[config.mk]
export PLATFORM = sky130hd
export DESIGN_NAME = weekday_alarm_matcher_with_buzz_pattern
export DESIGN_NICKNAME = d
export VERILOG_FILES = /design/src/hdl/wam_pkg.sv /design/src/hdl/wam_slot_cell.sv /design/src/hdl/wam_engine.sv /design/src/hdl/weekday_alarm_matcher_with_buzz_pattern.sv
export VERILOG_INCLUDE_DIRS = /design/src /design/src/hdl
export SDC_FILE = /design/constraint.sdc
export NUM_CORES = 1
export LEC_CHECK = 0
export BUFFER_PORTS_ARGS = -buffer_cell sky130_fd_sc_hd__clkbuf_2
export CORE_MARGIN = 2
export CORE_UTILIZATION = 45
export CTS_CLUSTER_SIZE = 12
export DETAILED_ROUTE_END_ITERATION = 12
export PLACE_DENSITY_LB_ADDON = 0.05
export SETUP_SLACK_MARGIN = 0.05
export SYNTH_ARGS = -nofsm -noshare
export SYNTH_HDL_FRONTEND = slang
export SYNTH_SLANG_ARGS = --single-unit
[constraint.sdc]
create_clock -name clock -period 2.7 [get_ports clock]
set_input_delay 0.27 -clock clock [delete_from_list [all_inputs] [get_ports clock]]
set_output_delay 0.27 -clock clock [all_outputs]
set_load 0.01 [all_outputs]
[src/hdl/weekday_alarm_matcher_with_buzz_pattern_defines.svh]
// Assertion macros for the weekday alarm matcher.
// Used by the top level only; no other dependencies.
`ifndef WEEKDAY_ALARM_MATCHER_WITH_BUZZ_PATTERN_DEFINES_SVH
`define WEEKDAY_ALARM_MATCHER_WITH_BUZZ_PATTERN_DEFINES_SVH

// Same-cycle implication, disabled during reset.
`define WAM_ASSERT_NOW(label, clk, rst, ante, cons, msg) \
   label: assert property (@(posedge clk) disable iff (rst) (ante) |-> (cons)) \
      else $error(msg);

// Next-cycle implication, disabled during reset.
`define WAM_ASSERT_NEXT(label, clk, rst, ante, cons, msg) \
   label: assert property (@(posedge clk) disable iff (rst) (ante) |=> (cons)) \
      else $error(msg);

`endif

[src/hdl/wam_pkg.sv]
// Shared types and constants of the weekday alarm matcher.
// No dependencies; imported by the slot cell, the pattern engine and the top level.
`default_nettype none

package wam_pkg;

   localparam int ALARM_SLOTS = 8;

   localparam int HOUR_W   = 5;
   localparam int MINUTE_W = 6;
   localparam int DAYS_W   = 7;
   localparam int MS_W     = 16;
   localparam int REP_W    = 4;

   // item action codes
   localparam logic [2:0] ACT_CHECK = 3'd0;
   localparam logic [2:0] ACT_TICK  = 3'd1;
   localparam logic [2:0] ACT_WRITE = 3'd2;
   localparam logic [2:0] ACT_STOP  = 3'd3;
   localparam logic [2:0] ACT_FIND  = 3'd4;

   // register indexes
   localparam logic [2:0] CSR_ALARM_ON  = 3'd0;
   localparam logic [2:0] CSR_ALARM_OFF = 3'd1;
   localparam logic [2:0] CSR_ALARM_REP = 3'd2;
   localparam logic [2:0] CSR_FIND_ON   = 3'd3;
   localparam logic [2:0] CSR_FIND_OFF  = 3'd4;
   localparam logic [2:0] CSR_FIND_REP  = 3'd5;

   // one alarm slot as held by a cell
   typedef struct packed {
      logic                enable;
      logic [HOUR_W-1:0]   hour;
      logic [MINUTE_W-1:0] minute;
      logic [DAYS_W-1:0]   days;
   } slot_type;

   // search token walking down the row of cells
   typedef struct packed {
      logic                valid;
      logic [HOUR_W-1:0]   hour;
      logic [MINUTE_W-1:0] minute;
      logic [DAYS_W-1:0]   day_mask;
   } probe_type;

   typedef struct packed {
      logic hit;
      logic save;
   } hit_type;

   typedef struct packed {
      logic [MS_W-1:0]  alarm_on_ms;
      logic [MS_W-1:0]  alarm_off_ms;
      logic [REP_W-1:0] alarm_repeats;
      logic [MS_W-1:0]  find_on_ms;
      logic [MS_W-1:0]  find_off_ms;
      logic [REP_W-1:0] find_repeats;
   } cfg_type;

   typedef struct packed {
      logic alarm;
      logic tick;
      logic stop;
      logic find;
   } eng_cmd_type;

   typedef struct packed {
      logic on_pulse;
      logic off_pulse;
      logic ended;
      logic alarm_active;
      logic find_active;
   } eng_rsp_type;

   typedef struct packed {
      logic alarm_running;
      logic find_running;
   } eng_status_type;

endpackage

`default_nettype wire

[src/hdl/wam_slot_cell.sv]
// One alarm slot cell of the search row: holds a slot and passes the search token on.
// Depends on wam_pkg.
`default_nettype none

module wam_slot_cell
   import wam_pkg::*;
(
   input  wire       clock,
   input  wire       reset,
   input  wire       wr_en,
   input  slot_type  wr_slot,
   input  probe_type probe_in,
   output probe_type probe_out,
   output hit_type   hit_out
);

   slot_type  slot_ff, slot_in;
   probe_type probe_ff, probe_in_next;
   hit_type   hit_ff, hit_in;
   logic      time_match;
   logic      one_shot;

   always_comb begin
      time_match = probe_in.valid && slot_ff.enable &&
                   (slot_ff.hour == probe_in.hour) && (slot_ff.minute == probe_in.minute);
      one_shot   = (slot_ff.days == '0);

      hit_in.hit  = time_match && (one_shot || ((slot_ff.days & probe_in.day_mask) != '0));
      hit_in.save = time_match && one_shot;

      // pass the token on only if this slot did not take it
      probe_in_next       = probe_in;
      probe_in_next.valid = probe_in.valid && !hit_in.hit;

      slot_in = slot_ff;
      if (wr_en) begin
         slot_in = wr_slot;
      end else if (hit_in.save) begin
         slot_in.enable = 1'b0;
      end
   end

   always_ff @(posedge clock) begin
      if (reset) begin
         slot_ff  <= '0;
         probe_ff <= '0;
         hit_ff   <= '0;
      end else begin
         slot_ff  <= slot_in;
         probe_ff <= probe_in_next;
         hit_ff   <= hit_in;
      end
   end

   assign probe_out = probe_ff;
   assign hit_out   = hit_ff;

endmodule

`default_nettype wire

[src/hdl/wam_engine.sv]
// Shared vibration pattern engine: on phase, off phase and burst count per pattern.
// Depends on wam_pkg.
`default_nettype none

module wam_engine
   import wam_pkg::*;
(
   input  wire            clock,
   input  wire            reset,
   input  cfg_type        cfg,
   input  eng_cmd_type    cmd,
   output eng_rsp_type    rsp,
   output eng_status_type status
);

   logic [MS_W-1:0]  timer_ff, timer_in;
   logic [REP_W-1:0] bursts_ff, bursts_in;
   logic             motor_ff, motor_in;
   logic             alarm_ff, alarm_in;
   logic             find_ff, find_in;
   logic [MS_W-1:0]  timer_dec;
   logic [MS_W-1:0]  on_len;
   logic [MS_W-1:0]  off_len;

   function automatic logic [MS_W-1:0] at_least_one_ms(input logic [MS_W-1:0] v);
      return (v == '0) ? MS_W'(1) : v;
   endfunction

   function automatic logic [REP_W-1:0] at_least_one_rep(input logic [REP_W-1:0] v);
      return (v == '0) ? REP_W'(1) : v;
   endfunction

   always_comb begin
      timer_in  = timer_ff;
      bursts_in = bursts_ff;
      motor_in  = motor_ff;
      alarm_in  = alarm_ff;
      find_in   = find_ff;
      rsp       = '0;

      timer_dec = (timer_ff != '0) ? (timer_ff - MS_W'(1)) : '0;
      on_len    = alarm_ff ? cfg.alarm_on_ms  : cfg.find_on_ms;
      off_len   = alarm_ff ? cfg.alarm_off_ms : cfg.find_off_ms;

      if (cmd.alarm) begin
         // alarm takes the engine over, ending a find pattern
         rsp.ended    = find_ff;
         find_in      = 1'b0;
         alarm_in     = 1'b1;
         timer_in     = at_least_one_ms(cfg.alarm_on_ms);
         bursts_in    = at_least_one_rep(cfg.alarm_repeats);
         motor_in     = 1'b1;
         rsp.on_pulse = 1'b1;
      end else if (cmd.tick) begin
         if (alarm_ff || find_ff) begin
            timer_in = timer_dec;
            if (timer_dec == '0) begin
               if (motor_ff) begin
                  motor_in      = 1'b0;
                  rsp.off_pulse = 1'b1;
                  if (bursts_ff > REP_W'(1)) begin
                     bursts_in = bursts_ff - REP_W'(1);
                     timer_in  = at_least_one_ms(off_len);
                  end else begin
                     bursts_in = '0;
                     alarm_in  = 1'b0;
                     find_in   = 1'b0;
                     rsp.ended = 1'b1;
                  end
               end else begin
                  motor_in     = 1'b1;
                  rsp.on_pulse = 1'b1;
                  timer_in     = at_least_one_ms(on_len);
               end
            end
         end
      end else if (cmd.stop) begin
         if (alarm_ff) begin
            alarm_in      = 1'b0;
            motor_in      = 1'b0;
            bursts_in     = '0;
            timer_in      = '0;
            rsp.off_pulse = 1'b1;
            rsp.ended     = 1'b1;
         end
      end else if (cmd.find) begin
         if (!find_ff && !alarm_ff) begin
            find_in      = 1'b1;
            timer_in     = at_least_one_ms(cfg.find_on_ms);
            bursts_in    = at_least_one_rep(cfg.find_repeats);
            motor_in     = 1'b1;
            rsp.on_pulse = 1'b1;
         end
      end

      rsp.alarm_active = alarm_in;
      rsp.find_active  = find_in;
   end

   always_ff @(posedge clock) begin
      if (reset) begin
         timer_ff  <= '0;
         bursts_ff <= '0;
         motor_ff  <= 1'b0;
         alarm_ff  <= 1'b0;
         find_ff   <= 1'b0;
      end else begin
         timer_ff  <= timer_in;
         bursts_ff <= bursts_in;
         motor_ff  <= motor_in;
         alarm_ff  <= alarm_in;
         find_ff   <= find_in;
      end
   end

   assign status.alarm_running = alarm_ff;
   assign status.find_running  = find_ff;

endmodule

`default_nettype wire

[src/hdl/weekday_alarm_matcher_with_buzz_pattern.sv]
// Weekday alarm matcher with buzz pattern: top level, row of slot cells plus pattern engine.
// Tick, stop, find, slot write and unknown items: result valid in the cycle after accept.
// Minute check: the token walks one slot cell per cycle from the launch register; the walk
// ends on a hit or when the token leaves the last cell; no item is taken during the walk.
// Other items can be taken every cycle while the result register is not stalled.
// Sync reset clears slots, engine and state, loads config defaults; payload is not reset.
`default_nettype none
`include "weekday_alarm_matcher_with_buzz_pattern_defines.svh"

module weekday_alarm_matcher_with_buzz_pattern
   import wam_pkg::*;
(
   input  wire         clock,
   input  wire         reset,

   input  wire         req_valid,
   output logic        req_stall,
   input  wire  [2:0]  req_action,
   input  wire  [4:0]  req_now_hour,
   input  wire  [5:0]  req_now_minute,
   input  wire  [2:0]  req_now_weekday,
   input  wire  [2:0]  req_slot_index,
   input  wire         req_slot_enable,
   input  wire  [4:0]  req_slot_hour,
   input  wire  [5:0]  req_slot_minute,
   input  wire  [6:0]  req_slot_days,

   output logic        rsp_valid,
   input  wire         rsp_stall,
   output logic        rsp_buzz_on_pulse,
   output logic        rsp_buzz_off_pulse,
   output logic        rsp_alarm_active,
   output logic        rsp_find_active,
   output logic        rsp_alarm_fired,
   output logic [2:0]  rsp_fired_slot,
   output logic        rsp_save_needed,
   output logic        rsp_pattern_ended,

   input  wire         csr_wr_en,
   input  wire  [2:0]  csr_index,
   input  wire  [15:0] csr_wr_data
);

   typedef enum logic {ST_IDLE, ST_SCAN} state_type;

   state_type      state_ff;
   cfg_type        cfg_ff;
   probe_type      launch_ff;
   probe_type      launch_in;
   probe_type      chain [ALARM_SLOTS+1];
   hit_type        cell_hit [ALARM_SLOTS];
   logic [ALARM_SLOTS-1:0] hit_vec;
   logic [ALARM_SLOTS-1:0] save_vec;
   logic [ALARM_SLOTS-1:0] cell_wr;
   slot_type       wr_slot;
   logic [2:0]     fired_idx;
   logic           any_hit;
   logic           scan_done;
   logic           req_accept;
   logic           rsp_load;
   eng_cmd_type    eng_cmd;
   eng_rsp_type    eng_rsp;
   eng_status_type eng_status;

   logic       rsp_valid_ff;
   logic       rsp_on_ff, rsp_off_ff, rsp_alarm_ff, rsp_find_ff;
   logic       rsp_fired_ff, rsp_save_ff, rsp_ended_ff;
   logic [2:0] rsp_slot_ff;

   // weekday to mask bit; Sunday is bit 0, Monday bit 6 down to Saturday bit 1
   function automatic logic [DAYS_W-1:0] day_bit(input logic [2:0] wd);
      logic [DAYS_W-1:0] m;
      case (wd)
         3'd0:    m = 7'h01;
         3'd1:    m = 7'h40;
         3'd2:    m = 7'h20;
         3'd3:    m = 7'h10;
         3'd4:    m = 7'h08;
         3'd5:    m = 7'h04;
         3'd6:    m = 7'h02;
         default: m = 7'h00;  // no weekday: only one-shot slots can match
      endcase
      return m;
   endfunction

   // Hold off new items during a walk, and while the result register is stalled.
   assign req_stall  = (state_ff != ST_IDLE) || (rsp_valid_ff && rsp_stall);
   assign req_accept = req_valid && !req_stall;

   // Launch the search token into the first cell.
   always_comb begin
      launch_in.valid    = req_accept && (req_action == ACT_CHECK);
      launch_in.hour     = req_now_hour;
      launch_in.minute   = req_now_minute;
      launch_in.day_mask = day_bit(req_now_weekday);
   end

   assign chain[0] = launch_ff;

   always_comb begin
      wr_slot.enable = req_slot_enable;
      wr_slot.hour   = req_slot_hour;
      wr_slot.minute = req_slot_minute;
      wr_slot.days   = req_slot_days;
      for (int i = 0; i < ALARM_SLOTS; i++) begin
         cell_wr[i] = req_accept && (req_action == ACT_WRITE) && (int'(req_slot_index) == i);
      end
   end

   // Row of slot cells; the first enabled match keeps the token, so order is priority.
   for (genvar g = 0; g < ALARM_SLOTS; g++) begin : g_cell
      wam_slot_cell u_cell (
         .clock     (clock),
         .reset     (reset),
         .wr_en     (cell_wr[g]),
         .wr_slot   (wr_slot),
         .probe_in  (chain[g]),
         .probe_out (chain[g+1]),
         .hit_out   (cell_hit[g])
      );
   end

   always_comb begin
      fired_idx = '0;
      for (int i = 0; i < ALARM_SLOTS; i++) begin
         hit_vec[i]  = cell_hit[i].hit;
         save_vec[i] = cell_hit[i].save;
         if (cell_hit[i].hit) begin
            fired_idx = 3'(i);
         end
      end
      any_hit   = |hit_vec;
      // walk ends on a hit or when the token drops off the last cell
      scan_done = (state_ff == ST_SCAN) && (any_hit || chain[ALARM_SLOTS].valid);
   end

   always_comb begin
      eng_cmd.alarm = (state_ff == ST_SCAN) && any_hit;
      eng_cmd.tick  = req_accept && (req_action == ACT_TICK);
      eng_cmd.stop  = req_accept && (req_action == ACT_STOP);
      eng_cmd.find  = req_accept && (req_action == ACT_FIND);
   end

   wam_engine u_engine (
      .clock  (clock),
      .reset  (reset),
      .cfg    (cfg_ff),
      .cmd    (eng_cmd),
      .rsp    (eng_rsp),
      .status (eng_status)
   );

   // Every item but a minute check resolves in its accept cycle.
   assign rsp_load = (req_accept && (req_action != ACT_CHECK)) || scan_done;

   always_ff @(posedge clock) begin
      if (reset) begin
         state_ff     <= ST_IDLE;
         launch_ff    <= '0;
         rsp_valid_ff <= 1'b0;
      end else begin
         launch_ff <= launch_in;
         unique case (state_ff)
            ST_IDLE: if (launch_in.valid) state_ff <= ST_SCAN;
            ST_SCAN: if (scan_done)       state_ff <= ST_IDLE;
            default:                      state_ff <= ST_IDLE;
         endcase
         if (rsp_load) begin
            rsp_valid_ff <= 1'b1;
         end else if (rsp_valid_ff && !rsp_stall) begin
            rsp_valid_ff <= 1'b0;
         end
      end
      // result payload: no reset needed
      if (rsp_load) begin
         rsp_on_ff    <= eng_rsp.on_pulse;
         rsp_off_ff   <= eng_rsp.off_pulse;
         rsp_alarm_ff <= eng_rsp.alarm_active;
         rsp_find_ff  <= eng_rsp.find_active;
         rsp_ended_ff <= eng_rsp.ended;
         rsp_fired_ff <= scan_done && any_hit;
         rsp_slot_ff  <= scan_done ? fired_idx : '0;
         rsp_save_ff  <= scan_done && (|save_vec);
      end
   end

   // Configuration registers; a write to an unused index is dropped.
   always_ff @(posedge clock) begin
      if (reset) begin
         cfg_ff.alarm_on_ms   <= MS_W'(1000);
         cfg_ff.alarm_off_ms  <= MS_W'(500);
         cfg_ff.alarm_repeats <= REP_W'(5);
         cfg_ff.find_on_ms    <= MS_W'(1000);
         cfg_ff.find_off_ms   <= MS_W'(500);
         cfg_ff.find_repeats  <= REP_W'(10);
      end else if (csr_wr_en) begin
         unique case (csr_index)
            CSR_ALARM_ON:  cfg_ff.alarm_on_ms   <= csr_wr_data;
            CSR_ALARM_OFF: cfg_ff.alarm_off_ms  <= csr_wr_data;
            CSR_ALARM_REP: cfg_ff.alarm_repeats <= csr_wr_data[REP_W-1:0];
            CSR_FIND_ON:   cfg_ff.find_on_ms    <= csr_wr_data;
            CSR_FIND_OFF:  cfg_ff.find_off_ms   <= csr_wr_data;
            CSR_FIND_REP:  cfg_ff.find_repeats  <= csr_wr_data[REP_W-1:0];
            default: ;
         endcase
      end
   end

   assign rsp_valid          = rsp_valid_ff;
   assign rsp_buzz_on_pulse  = rsp_on_ff;
   assign rsp_buzz_off_pulse = rsp_off_ff;
   assign rsp_alarm_active   = rsp_alarm_ff;
   assign rsp_find_active    = rsp_find_ff;
   assign rsp_alarm_fired    = rsp_fired_ff;
   assign rsp_fired_slot     = rsp_slot_ff;
   assign rsp_save_needed    = rsp_save_ff;
   assign rsp_pattern_ended  = rsp_ended_ff;

   // at most one cell may take the token
   `WAM_ASSERT_NOW(a_single_hit, clock, reset, 1'b1, $onehot0(hit_vec), "two slot cells hit")
   // the two patterns never share the engine
   `WAM_ASSERT_NOW(a_one_pattern, clock, reset, 1'b1,
                   !(eng_status.alarm_running && eng_status.find_running), "both patterns run")
   // a fired alarm always leaves the alarm pattern running
   `WAM_ASSERT_NOW(a_fired_active, clock, reset, rsp_valid_ff && rsp_alarm_fired,
                   rsp_alarm_active, "alarm fired without alarm pattern")
   // a minute check item starts a walk with its token in the first cell
   `WAM_ASSERT_NEXT(a_walk_start, clock, reset, req_accept && (req_action == ACT_CHECK),
                    (state_ff == ST_SCAN) && launch_ff.valid, "minute check did not start walk")

endmodule

`default_nettype wire
==> reports/summary.txt, run 1 <==
YOSYS
-----------------------------------------------------------------------------------------
Synthesized-area fraction occupied by adder cells ..........................       0.218%
Proportion of register bits with asynchronous set or reset after synthesis .           0%
Synth unique cells .........................................................           71
Count of mapped cells out of synthesis .....................................        1,821
Number of synthesized flops with an enable pin .............................           10
Synthesized-area fraction occupied by and/or/nand/nor cells ................        23.1%
Synthesized Nets ...........................................................        1,887
Post-synthesis instance area ...............................................   0.0172 mm2
Combinational family with the most area after synthesis .................... simple AND/OR/NAND/NOR gates
Mean instance size in the synthesized netlist ..............................     9.45 um2
Top_reg_cell synth ......................................................... sky130_fd_sc_hd__dfxtp_1
XOR/XNOR Fraction of Synth Area ............................................        5.09%
Share of cell area taken by muxes after synthesis ..........................        10.7%
Share of the synthesized area in compound gates (AO/OA/AOI/OAI) ............        7.35%
Number of register bits inferred by synthesis ..............................          428
Synth Warn # ...............................................................            0
Share of the yosys chip area belonging to registers ........................        50.3%

CLOCK NETWORK
-----------------------------------------------------------------------------------------
Insertion delay to the later sink of the worst-skew pair ...................      0.57 ns
Sink Count .................................................................          428
# H-tree levels ............................................................            2
Clock-pin slew on the worst setup and hold paths ...........................      0.07 ns
Clock tree buffer depth ....................................................            3
CTS root buffer ............................................................ sky130_fd_sc_hd__clkbuf_16
Total CTS buffers ..........................................................           46
CTS tree ...................................................................        built

STATUS
-----------------------------------------------------------------------------------------
Outcome ....................................................................    completed

CRITICAL PATH
-----------------------------------------------------------------------------------------
Setup crit start ........................................................... u_engine.timer_ff[1]
Register-to-Register Setup Slack ...........................................      0.11 ns
Crit start category ........................................................     register
Worst reg2reg startpoint ................................................... u_engine.timer_ff[1]
Maximum cell stage delay along the critical path ...........................      0.45 ns
Type of the setup path with the least slack ................................ register to register
Worst R2R Path Depth .......................................................           10
CP Data Arrival Time .......................................................      3.03 ns
Worst path cell trace ...................................................... inv_1, ha_1, nor4bb_4, nand3_1, a2111oi_4, a21o_1, buf_4, a21oi_1, nor3_1, nor3_1
Critical-path top delay cell ............................................... sky130_fd_sc_hd__a2111oi_4
Data required time of the critical path ....................................      3.15 ns
Number of buffers and inverters on the critical path .......................            2
Critical Path Sink Type ....................................................     register
Most common cell type on the critical path ................................. sky130_fd_sc_hd__nor3_1
Capturing point of the worst reg2reg path .................................. u_engine.motor_ff
Critical path's top delay family ........................................... simple AND/OR/NAND/NOR gates
Critical-path maximum fanout ...............................................            5

FINAL LAYOUT
-----------------------------------------------------------------------------------------
Ratio of cells with drive above 1 in the final layout ......................        13.3%
Final #Nets ................................................................        1,986
Most common library cell in the layout ignoring fill and taps .............. sky130_fd_sc_hd__dfxtp_1
Filler Cell Count ..........................................................        3,481
Filler-free cell count of the finished design ..............................        2,468
Commonest cells after routing, fill and taps aside ......................... sky130_fd_sc_hd__dfxtp_1, sky130_fd_sc_hd__nor2_1, sky130_fd_sc_hd__nand2_1, sky130_fd_sc_hd__mux2i_1, sky130_fd_sc_hd__nor2b_1
Area taken by flip-flops and latches .......................................  0.00867 mm2
Multi-input combinational cell area ........................................  0.00810 mm2
Area added between synthesis and finish ....................................        17.7%

DETAILED ROUTING
-----------------------------------------------------------------------------------------
Antenna Nets Post-Route ....................................................            0
DRC errors left ............................................................            0
Overall routed net length ..................................................    43,900 um
Post-detailed-route via-to-cell ratio ......................................         5.20
Number of optimization iterations in the first detailed-route pass .........            5
Average detailed-routed wire length per instance ...........................      17.8 um
Via count ..................................................................        12.8k
Drt initial violations .....................................................          851

FLOW RUN
-----------------------------------------------------------------------------------------
Number of maximum-capacitance violations ...................................            0

GLOBAL ROUTING
-----------------------------------------------------------------------------------------
Met3 GRT Util ..............................................................        4.54%
Sum of overflow across all layers after global routing .....................            0
First-pass GRT wire length .................................................    68,500 um
Vias in the first global route .............................................        12.3k
Initial antenna violation count ............................................            5
Largest net degree at the start of global routing ..........................          118
Most used routing layer ....................................................         met1
Met1 Resource Use GR .......................................................        33.6%
All-layer global routing usage .............................................        22.1%
Met2 layer usage reported by global route ..................................        31.0%

DIE
-----------------------------------------------------------------------------------------
Total I/O pin count ........................................................           75
Die X-Extent ...............................................................       200 um
Area of the core region ....................................................   0.0377 mm2
Die outline area ...........................................................   0.0398 mm2
Initial standard-cell utilization of the core ..............................        45.7%
DIE HEIGHT .................................................................       200 um
Number of core rows ........................................................           71

MIN PATH
-----------------------------------------------------------------------------------------
Hold Startpoint ............................................................ csr_wr_data[0]
Tightest Hold Check Type ................................................... input port to register
Number of instances on the worst hold path .................................            3
Endpoint with the worst hold slack .........................................    cfg_ff[4]

POWER
-----------------------------------------------------------------------------------------
Maximum vdd drop ...........................................................     0.389 mV
Static leakage power .......................................................      8.02 nW
Power density over cell area ...............................................   678 mW/mm2

STA
-----------------------------------------------------------------------------------------
Max Clock Skew .............................................................    0.0259 ns
Share of the clock period used by the worst path after layout ..............        95.8%
Final Hold Vio Count .......................................................            0
Total count of max-transition violations in the final report ...............            0
F_max ......................................................................      387 MHz
Final setup violating endpoints ............................................            0
RSZ-0062 raised after global routing .......................................         true
Actual slew at the worst max-slew pin ......................................     0.705 ns
Remaining max-slew budget at the tightest pin ..............................        52.9%
Total Neg Setup Slack ......................................................         0 ns
Fin crit period ............................................................      2.59 ns

PLACE
-----------------------------------------------------------------------------------------
Total placed cells including tap cells .....................................        2,350
Final RePlAce weighted congestion ..........................................        0.864
Port Buffers ...............................................................           74
HPWL reported at the end of detailed placement .............................    31,400 um

-- per-layer routing --
| layer | part of all wire [%] | vias up |
|---|---|---|
| li1 | - | 6445 |
| met1 | 52 | 6028 |
| met2 | 40 | 307 |
| met3 | 6.2 | 53 |
| met4 | 1.8 | 2 |
| met5 | 0.027 | - |
-- power by group --
part | switching (W) | internal [W]
clock | 0.00252 | 0.00370
combinational | 0.000594 | 0.000392
sequential | 0.0000900 | 0.00644
total | 0.00320 | 0.0105
-- worst min-delay path, delay by kind of cell --
family                 cells  cell delay, ns
buffers and inverters      1            0.17
AND/OR/NAND/NOR            1            0.09
AO/OA/AOI/OAI              1            0.05
-- Yosys cell counts, drive strengths merged (4+ instances only) --
library cell,number,share of area (%)
buf,19,0.73
o2bb2ai,5,0.25
and3b,8,0.41
o211ai,5,0.22
nor2,224,5.0
a22oi,16,0.70
a31oi,7,0.25
a221oi,4,0.20
nor2b,143,5.2
o22ai,7,0.25
nand3,35,1.0
a21oi,68,2.0
xnor2,86,4.4
and3,4,0.15
mux2i,165,9.6
nand3b,31,1.4
and2,4,0.15
or2,4,0.15
a211o,4,0.20
nand2b,10,0.36
nor4,46,1.9
inv,19,0.41
clkbuf,94,2.0
xor2,14,0.71
nand4,25,0.91
a211oi,13,0.60
a221o,4,0.23
o21ai,21,0.61
edfxtp,10,1.7
nand2,190,4.1
dfxtp,418,49
a222oi,8,0.47
or3,9,0.33
nor3,46,1.4
mux2,17,1.1
-- kinds of logic (layout without fill, tap and decap cells) --
family	count (synthesis)	in the layout
AO/OA/AOI/OAI	186	187
AND/OR/NAND/NOR	790	790
adder cells (fa/ha/maj)	3	3
multiplexers	182	182
flip-flops	428	428
buffers and inverters	132	264
other	0	3
XOR/XNOR	100	100
-- state kept, by name (all words and copies together) (netlist names), 3 cells and up --
name	cells
g_cell.u_cell.slot_ff	152
u_engine.timer_ff	16
g_cell.u_cell.hit_out	16
u_engine.bursts_ff	4
cfg_ff	72
rsp_fired_slot	3
chain	19
g_cell.u_cell.probe_out	134
-- per-stage QoR --
| stage | worst slack (ns) | util [%] | power [W] | instance area (um2) | hold slack, ns |
|---|---|---|---|---|---|
| 6_report | 0.113 | 53.8 | 0.0137 | 20300 | 0.0621 |
| 2_1_floorplan | 0.271 | - | 0.00721 | 17200 | 0.346 |
| 4_1_cts | 0.111 | 53.5 | 0.0138 | 20100 | 0.0341 |
| 3_5_place_dp | 0.0149 | 48.7 | 0.00756 | 18400 | 0.455 |
| 3_3_place_gp | 0.0750 | 48.7 | 0.00755 | 18400 | 0.438 |
| 5_1_grt | 0.0116 | 53.8 | 0.0143 | 20300 | 0.0552 |
-- how the worst max path moves through the flow --
| stage | slack (ns) | endpoint | cells after the start |
|---|---|---|---|
| 6_report | 0.11 | u_engine.motor_ff | 10 |
| 5_1_grt | 0.01 | u_engine.timer_ff[2] | 10 |
| 4_1_cts | 0.11 | u_engine.bursts_ff[3] | 9 |
| 3_5_place_dp | 0.01 | u_engine.timer_ff[6] | 9 |
| 3_3_place_gp | 0.08 | u_engine.timer_ff[11] | 10 |
| 2_1_floorplan | 0.27 | u_engine.bursts_ff[3] | 9 |
-- what timing repair did --
item                                    in CTS  in global routing
gates resized for setup                      1                 13
pin swaps                                    2                  5
hold buffers                                27                  0
gates cloned                                 0                  1
buffers inserted                             0                  5
endpoints found under the setup margin      11                 20
hold endpoints to repair                    61                  0
-- layout make-up --
type	count	share of cell area, %
Antenna cell	3	0.0370
Clock inverter	9	0.438
Timing Repair Buffer	163	6.25
Inverter	19	0.352
Multi-Input combinational cell	1262	39.9
Tap cell	511	3.15
Clock buffer	73	7.03
Sequential cell	428	42.8
Note: power is estimated with default switching activity, not from simulation.
==> run 2, diff against run 1 <==
- ABC_AREA: default -> 1
==> reports/summary.txt, run 2 <==
STATUS
-----------------------------------------------------------------------------------------
Outcome ....................................................................    completed   unchanged

CRITICAL PATH
-----------------------------------------------------------------------------------------
Register-to-Register Setup Slack ...........................................      0.31 ns   was 0.11 ns
CP Data Arrival Time .......................................................      2.89 ns   was 3.03 ns
Type of the setup path with the least slack ................................ register to register   unchanged
Crit start category ........................................................     register   unchanged
Critical-path top delay cell ............................................... sky130_fd_sc_hd__dfxtp_1   was sky130_fd_sc_hd__a2111oi_4
Worst path cell trace ...................................................... inv_1, ha_1, nand2_2, nor2_1, nand3_1, nand3_1, nand2_1, nor2_1, nand3_2, buf_4, o21ai_0, nand2_1, a21oi_1   was inv_1, ha_1, nor4bb_4, nand3_1, a2111oi_4, a21o_1, buf_4, a21oi_1, nor3_1, nor3_1
Worst R2R Path Depth .......................................................           13   was 10
Critical-path maximum fanout ...............................................           14   was 5
Worst reg2reg startpoint ................................................... u_engine.timer_ff[0]   was u_engine.timer_ff[1]
Critical Path Sink Type ....................................................     register   unchanged
Maximum cell stage delay along the critical path ...........................      0.31 ns   was 0.45 ns
Capturing point of the worst reg2reg path .................................. u_engine.timer_ff[14]   was u_engine.motor_ff
Critical path's top delay family ........................................... simple AND/OR/NAND/NOR gates   unchanged
Data required time of the critical path ....................................      3.20 ns   was 3.15 ns
Number of buffers and inverters on the critical path .......................            2   unchanged

CLOCK NETWORK
-----------------------------------------------------------------------------------------
CTS tree ...................................................................        built   unchanged
Clock-pin slew on the worst setup and hold paths ...........................      0.06 ns   was 0.07 ns
Sink Count .................................................................          428   unchanged
Post-CTS Repair Setup Buffers ..............................................            0   unchanged
Total CTS buffers ..........................................................           47   was 46
Insertion delay to the later sink of the worst-skew pair ...................      0.57 ns   about the same
# H-tree levels ............................................................            2   unchanged
Clock tree buffer depth ....................................................            3   unchanged
CTS root buffer ............................................................ sky130_fd_sc_hd__clkbuf_16   unchanged

POWER
-----------------------------------------------------------------------------------------
Static leakage power .......................................................      8.42 nW   was 8.02 nW
Power density over cell area ...............................................   704 mW/mm2   was 678 mW/mm2
Maximum vdd drop ...........................................................     0.498 mV   was 0.389 mV

DETAILED ROUTING
-----------------------------------------------------------------------------------------
Drt initial violations .....................................................        1,053   was 851
Via count ..................................................................        15.3k   was 12.8k
DRC errors left ............................................................            0   unchanged
Average detailed-routed wire length per instance ...........................      16.6 um   was 17.8 um
Antenna Nets Post-Route ....................................................            0   unchanged
Overall routed net length ..................................................    49,800 um   was 43,900 um
Number of optimization iterations in the first detailed-route pass .........            5   unchanged
Post-detailed-route via-to-cell ratio ......................................         5.11   was 5.20

YOSYS
-----------------------------------------------------------------------------------------
Mean instance size in the synthesized netlist ..............................     7.36 um2   was 9.45 um2
Area share of the largest cell type after synthesis ........................        47.9%   was 48.6%
Post-synthesis instance area ...............................................   0.0175 mm2   was 0.0172 mm2
Synth Warn # ...............................................................            0   unchanged
Synthesized Nets ...........................................................        2,440   was 1,887
Synth unique cells .........................................................           47   was 71
Share of the yosys chip area belonging to registers ........................        49.6%   was 50.3%
Top_reg_cell synth ......................................................... sky130_fd_sc_hd__dfxtp_1   unchanged
Proportion of register bits with asynchronous set or reset after synthesis .           0%   unchanged
Cell taking the most area after synthesis .................................. sky130_fd_sc_hd__dfxtp_1   unchanged
Number of register bits inferred by synthesis ..............................          428   unchanged
Number of synthesized flops with an enable pin .............................           10   unchanged
Dominant cell by count in the synthesized netlist .......................... sky130_fd_sc_hd__nor2_1   was sky130_fd_sc_hd__dfxtp_1
Count of mapped cells out of synthesis .....................................        2,374   was 1,821
Most common library cells after synthesis .................................. sky130_fd_sc_hd__nor2_1, sky130_fd_sc_hd__dfxtp_1, sky130_fd_sc_hd__nand2_1   was sky130_fd_sc_hd__dfxtp_1, sky130_fd_sc_hd__nor2_1, sky130_fd_sc_hd__nand2_1
Main area contributors after synthesis ..................................... sky130_fd_sc_hd__dfxtp_1, sky130_fd_sc_hd__nor2_1, sky130_fd_sc_hd__o21ai_0   was sky130_fd_sc_hd__dfxtp_1, sky130_fd_sc_hd__mux2i_1, sky130_fd_sc_hd__nor2b_1

DIE
-----------------------------------------------------------------------------------------
Die X-Extent ...............................................................       201 um   was 200 um
Die outline area ...........................................................   0.0404 mm2   was 0.0398 mm2
DIE HEIGHT .................................................................       201 um   was 200 um
Total I/O pin count ........................................................           75   unchanged
Number of core rows ........................................................           72   was 71
Area of the core region ....................................................   0.0385 mm2   was 0.0377 mm2
Initial standard-cell utilization of the core ..............................        45.4%   was 45.7%

FINAL LAYOUT
-----------------------------------------------------------------------------------------
Multi-input combinational cell area ........................................  0.00718 mm2   was 0.00810 mm2
Area added between synthesis and finish ....................................        15.5%   was 17.7%
Register ranked first by flip-flop count ................................... g_cell.u_cell.slot_ff   unchanged
Most common library cell in the layout ignoring fill and taps .............. sky130_fd_sc_hd__nor2_1   was sky130_fd_sc_hd__dfxtp_1
Antenna Cells ..............................................................            0   was 3
Max FFs per register .......................................................          152   unchanged
Area taken by flip-flops and latches .......................................  0.00867 mm2   about the same
Filler-free cell count of the finished design ..............................        3,003   was 2,468
Ratio of cells with drive above 1 in the final layout ......................        8.21%   was 13.3%
Commonest cells after routing, fill and taps aside ......................... sky130_fd_sc_hd__nor2_1, sky130_fd_sc_hd__dfxtp_1, sky130_fd_sc_hd__nand2_1, sky130_fd_sc_hd__inv_1, sky130_fd_sc_hd__o21ai_0   was sky130_fd_sc_hd__dfxtp_1, sky130_fd_sc_hd__nor2_1, sky130_fd_sc_hd__nand2_1, sky130_fd_sc_hd__mux2i_1, sky130_fd_sc_hd__nor2b_1
Final #Nets ................................................................        2,516   was 1,986
Filler Cell Count ..........................................................        3,829   was 3,481

STA
-----------------------------------------------------------------------------------------
RSZ-0062 raised after global routing .......................................        false   was true
Max Clock Skew .............................................................   0.00914 ns   was 0.0259 ns
Fin crit period ............................................................      2.39 ns   was 2.59 ns
Final Hold Vio Count .......................................................            0   unchanged
Actual slew at the worst max-slew pin ......................................      1.05 ns   was 0.705 ns
Post-layout worst setup margin .............................................     0.310 ns   was 0.113 ns
F_max ......................................................................      418 MHz   was 387 MHz
Total Neg Setup Slack ......................................................         0 ns   unchanged
Remaining max-slew budget at the tightest pin ..............................        29.8%   was 52.9%
Share of the clock period used by the worst path after layout ..............        88.5%   was 95.8%
Total count of max-transition violations in the final report ...............            0   unchanged
Final setup violating endpoints ............................................            0   unchanged

GLOBAL ROUTING
-----------------------------------------------------------------------------------------
Largest net degree at the start of global routing ..........................          167   was 118
Initial antenna violation count ............................................            0   was 5
Sum of overflow across all layers after global routing .....................            0   unchanged
Vias in the first global route .............................................        14.3k   was 12.3k
All-layer global routing usage .............................................        24.4%   was 22.1%
First-pass GRT wire length .................................................    78,700 um   was 68,500 um

MIN PATH
-----------------------------------------------------------------------------------------
Tightest Hold Check Type ................................................... input port to register   unchanged
Hold Startpoint ............................................................ csr_wr_data[4]   was csr_wr_data[0]
Endpoint with the worst hold slack .........................................   cfg_ff[44]   was cfg_ff[4]
Number of instances on the worst hold path .................................            3   unchanged

PLACE
-----------------------------------------------------------------------------------------
Final RePlAce weighted congestion ..........................................        0.932   was 0.864
Total placed cells including tap cells .....................................        2,894   was 2,350
Port Buffers ...............................................................           74   unchanged
HPWL reported at the end of detailed placement .............................    35,400 um   was 31,400 um
Setup Slack @ Placement ....................................................     0.226 ns   was 0.0149 ns

FLOW RUN
-----------------------------------------------------------------------------------------
Number of maximum-capacitance violations ...................................            0   unchanged

run 2: worst max path at each step:
stage,from,end,cells past startpoint
5_1_grt,u_engine.timer_ff[0],u_engine.bursts_ff[2],14
4_1_cts,rsp_valid,u_engine.timer_ff[10],11
3_5_place_dp,rsp_stall,u_engine.timer_ff[10],11
6_report,u_engine.timer_ff[0],u_engine.timer_ff[14],13
3_3_place_gp,u_engine.timer_ff[0],u_engine.timer_ff[13],13
2_1_floorplan,u_engine.timer_ff[0],rsp_pattern_ended,15
run 2: per-stage QoR:
stage | hold WS, ns | total power, W | cell area, um2 | util (%)
after global routing | 0.0389 | 0.0148 | 20200 | 52.5
after global placement | 0.419 | 0.00793 | 18400 | 47.8
after CTS | 0.0154 | 0.0143 | 20200 | 52.4
after detailed placement | 0.417 | 0.00792 | 18400 | 47.8
after floorplan | 0.377 | 0.00745 | 17500 | -
final | 0.0417 | 0.0142 | 20200 | 52.5
run 2: area by class of cell:
cell class | count | share of cell area [%]
well taps | 518 | 3.21
clock inverters | 13 | 0.719
flip-flops and latches | 428 | 43.0
inverters | 326 | 6.09
repair buffers | 134 | 4.53
multi-input cells | 1513 | 35.6
clock buffers | 71 | 6.88
run 2: tightest hold or removal path, delay by kind of cell:
kind | cells | cell delay (ns)
AND/OR/NAND/NOR | 2 | 0.14
buffers and inverters | 1 | 0.16
run 2: repair_timing:
| item | 4_1_cts | 5_1_grt |
|---|---|---|
| resized for setup | 0 | 2 |
| hold endpoints to repair | 43 | 0 |
| endpoints found under the setup margin | 0 | 12 |
| hold buffers | 25 | 0 |
run 2: cells by family (layout without fill, tap and decap cells):
kind of cell,Yosys count,in the layout,synth area share (%)
muxes,10,10,0.573
xor gates and xnor gates,26,26,1.30
and+or+nand+nor,953,953,22.6
DFF,428,428,49.6
buffers and inverters,433,544,9.38
AOI/OAI and AO/OA,521,521,16.3
adders and majority gates,3,3,0.215
run 2: layer usage:
layer / GRT usage [%] / share of wire [%]
met1: 36.2 / 49
met2: 36.6 / 42
met3: 4.03 / 6.3
met4: 6.75 / 2.0
met5: 0 / 0
run 2: where the power goes:
group,switching (W),leakage [nW],internal [W]
Combinational,0.000897,4.18,0.000399
Sequential,0.0000810,3.48,0.00646
Clock,0.00255,0.753,0.00382
==> run 3, diff against run 2 <==
- GPL_TIMING_DRIVEN: default -> 0
==> reports/summary.txt, run 3 (same netlist as run 2, synthesis figures left out) <==
STA
---------------------------------------------------------------------------------
Worst-case hold slack ..............................................    0.0339 ns   was 0.0417 ns
Total Neg Setup Slack ..............................................         0 ns   unchanged
Fin crit period ....................................................      2.55 ns   was 2.39 ns
Actual slew at the worst max-slew pin ..............................     0.856 ns   was 1.05 ns
Total count of max-transition violations in the final report .......            0   unchanged
Final Hold Vio Count ...............................................            0   unchanged
F_max ..............................................................      392 MHz   was 418 MHz
Final setup violating endpoints ....................................            0   unchanged
Share of the clock period used by the worst path after layout ......        94.4%   was 88.5%
Remaining max-slew budget at the tightest pin ......................        42.9%   was 29.8%
RSZ-0062 raised after global routing ...............................        false   unchanged
Max Clock Skew .....................................................    0.0125 ns   was 0.00914 ns

DIE
---------------------------------------------------------------------------------
Initial standard-cell utilization of the core ......................        45.4%   unchanged
Number of core rows ................................................           72   unchanged
Area of the core region ............................................   0.0385 mm2   unchanged
DIE HEIGHT .........................................................       201 um   unchanged
Die X-Extent .......................................................       201 um   unchanged
Die outline area ...................................................   0.0404 mm2   unchanged
Total I/O pin count ................................................           75   unchanged

PLACE
---------------------------------------------------------------------------------
Placement Cell Area ................................................   0.0185 mm2   was 0.0184 mm2
Total placed cells including tap cells .............................        2,967   was 2,894
Final RePlAce weighted congestion ..................................        0.951   was 0.932
HPWL reported at the end of detailed placement .....................    42,700 um   was 35,400 um
Port Buffers .......................................................           74   unchanged

FINAL LAYOUT
---------------------------------------------------------------------------------
Final instance area ................................................   0.0204 mm2   was 0.0202 mm2
Max FFs per register ...............................................          152   unchanged
Most common library cell in the layout ignoring fill and taps ...... sky130_fd_sc_hd__nor2_1   unchanged
Final #Nets ........................................................        2,587   was 2,516
Ratio of cells with drive above 1 in the final layout ..............        8.19%   was 8.21%
Filler-free cell count of the finished design ......................        3,071   was 3,003
Area added between synthesis and finish ............................        16.6%   was 15.5%
Register ranked first by flip-flop count ........................... g_cell.u_cell.slot_ff   unchanged
Antenna Cells ......................................................            0   unchanged
Commonest cells after routing, fill and taps aside ................. sky130_fd_sc_hd__nor2_1, sky130_fd_sc_hd__dfxtp_1, sky130_fd_sc_hd__nand2_1, sky130_fd_sc_hd__inv_1, sky130_fd_sc_hd__o21ai_0   unchanged

CLOCK NETWORK
---------------------------------------------------------------------------------
Total CTS buffers ..................................................           46   was 47
# H-tree levels ....................................................            2   unchanged
Insertion delay to the later sink of the worst-skew pair ...........      0.58 ns   was 0.57 ns
Sink Count .........................................................          428   unchanged
CTS root buffer .................................................... sky130_fd_sc_hd__clkbuf_16   unchanged
CTS tree ...........................................................        built   unchanged
Clock-pin slew on the worst setup and hold paths ...................      0.06 ns   about the same
Clock tree buffer depth ............................................            3   unchanged

POWER
---------------------------------------------------------------------------------
Power density over cell area .......................................   686 mW/mm2   was 704 mW/mm2
Static leakage power ...............................................      8.39 nW   was 8.42 nW
Total power ........................................................     0.0140 W   was 0.0142 W
Maximum vdd drop ...................................................     0.537 mV   was 0.498 mV

CRITICAL PATH
---------------------------------------------------------------------------------
Crit start category ................................................     register   unchanged
CP Data Arrival Time ...............................................      3.00 ns   was 2.89 ns
Type of the setup path with the least slack ........................ register to register   unchanged
Critical Path Sink Type ............................................     register   unchanged
Critical-path maximum fanout .......................................           10   was 14
Data required time of the critical path ............................      3.15 ns   was 3.20 ns

DETAILED ROUTING
---------------------------------------------------------------------------------
Average detailed-routed wire length per instance ...................      18.7 um   was 16.6 um
DRC errors left ....................................................            0   unchanged
Number of optimization iterations in the first detailed-route pass .            8   was 5
Via count ..........................................................        16.1k   was 15.3k
Overall routed net length ..........................................    57,500 um   was 49,800 um
Post-detailed-route via-to-cell ratio ..............................         5.26   was 5.11
Antenna Nets Post-Route ............................................            0   unchanged
Drt initial violations .............................................        1,228   was 1,053

GLOBAL ROUTING
---------------------------------------------------------------------------------
Largest net degree at the start of global routing ..................           13   was 167
All-layer global routing usage .....................................        28.1%   was 24.4%
First-pass GRT wire length .........................................    86,900 um   was 78,700 um
Vias in the first global route .....................................        15.0k   was 14.3k
Sum of overflow across all layers after global routing .............            0   unchanged
Initial antenna violation count ....................................            1   was 0

STATUS
---------------------------------------------------------------------------------
Outcome ............................................................    completed   unchanged

MIN PATH
---------------------------------------------------------------------------------
Tightest Hold Check Type ........................................... input port to register   unchanged

FLOW RUN
---------------------------------------------------------------------------------
Number of maximum-capacitance violations ...........................            0   unchanged

## run 3: layer usage
layer	wire length, um	track usage (%)
met2	24700	42.7
met3	4030	4.16
met1	26700	40.0
met4	2060	11.2
met5	0	0
## run 3: worst paths after layout
path | start | endpoint | slack (ns) | cells past startpoint
min | csr_wr_data[13] | cfg_ff[69] | 0.03 | 3
max reg2reg | rsp_valid | g_cell[0].u_cell.slot_ff[12] | 0.15 | 9
min reg2reg | g_cell[2].u_cell.probe_out[6] | g_cell[3].u_cell.probe_out[6] | 0.42 | 2
max | rsp_valid | g_cell[0].u_cell.slot_ff[12] | 0.15 | 9
## run 3: power breakdown
part | internal [W] | total, W | switching (W)
clock | 0.00350 | 0.00606 | 0.00256
combinational | 0.000405 | 0.00137 | 0.000962
sequential | 0.00646 | 0.00654 | 0.0000856
## run 3: through the flow
| step | util [%] | setup slack [ns] |
|---|---|---|
| 6_report | 52.9 | 0.152 |
| 4_1_cts | 52.5 | 0.0673 |
| 5_1_grt | 52.9 | 0.0437 |
| 2_1_floorplan | - | 0.562 |
| 3_5_place_dp | 48.1 | -0.338 |
| 3_3_place_gp | 48.1 | -0.255 |
## run 3: area by class of cell
cell class	count	area (um2)
well taps	518	648
clock buffers	69	1380
plain buffers	106	417
clock inverters	11	62.6
fillers	3853	18100
multi-input cells	1513	7330
flip-flops and latches	428	8670
inverters	326	1230
repair buffers	100	628
## run 3: repair_timing
action / in CTS / in global routing
pin swaps: 1 / 2
endpoints found under the setup margin: 82 / 38
resized for setup: 16 / 26
endpoints found under the hold margin: 35 / 0
hold buffers: 20 / 0
buffers inserted: 1 / 4
## run 3: critical path: stages, from the launching register on
cell and delay, ns:
sky130_fd_sc_hd__dfxtp_1 0.32, sky130_fd_sc_hd__nand2_2 0.14, sky130_fd_sc_hd__nand3_2 0.16, sky130_fd_sc_hd__nor4_4 0.39, sky130_fd_sc_hd__nand2_1 0.21, sky130_fd_sc_hd__nor2_2 0.40
sky130_fd_sc_hd__inv_1 0.18, sky130_fd_sc_hd__clkbuf_1 0.26, sky130_fd_sc_hd__o21ai_0 0.29, sky130_fd_sc_hd__a21oi_1 0.06
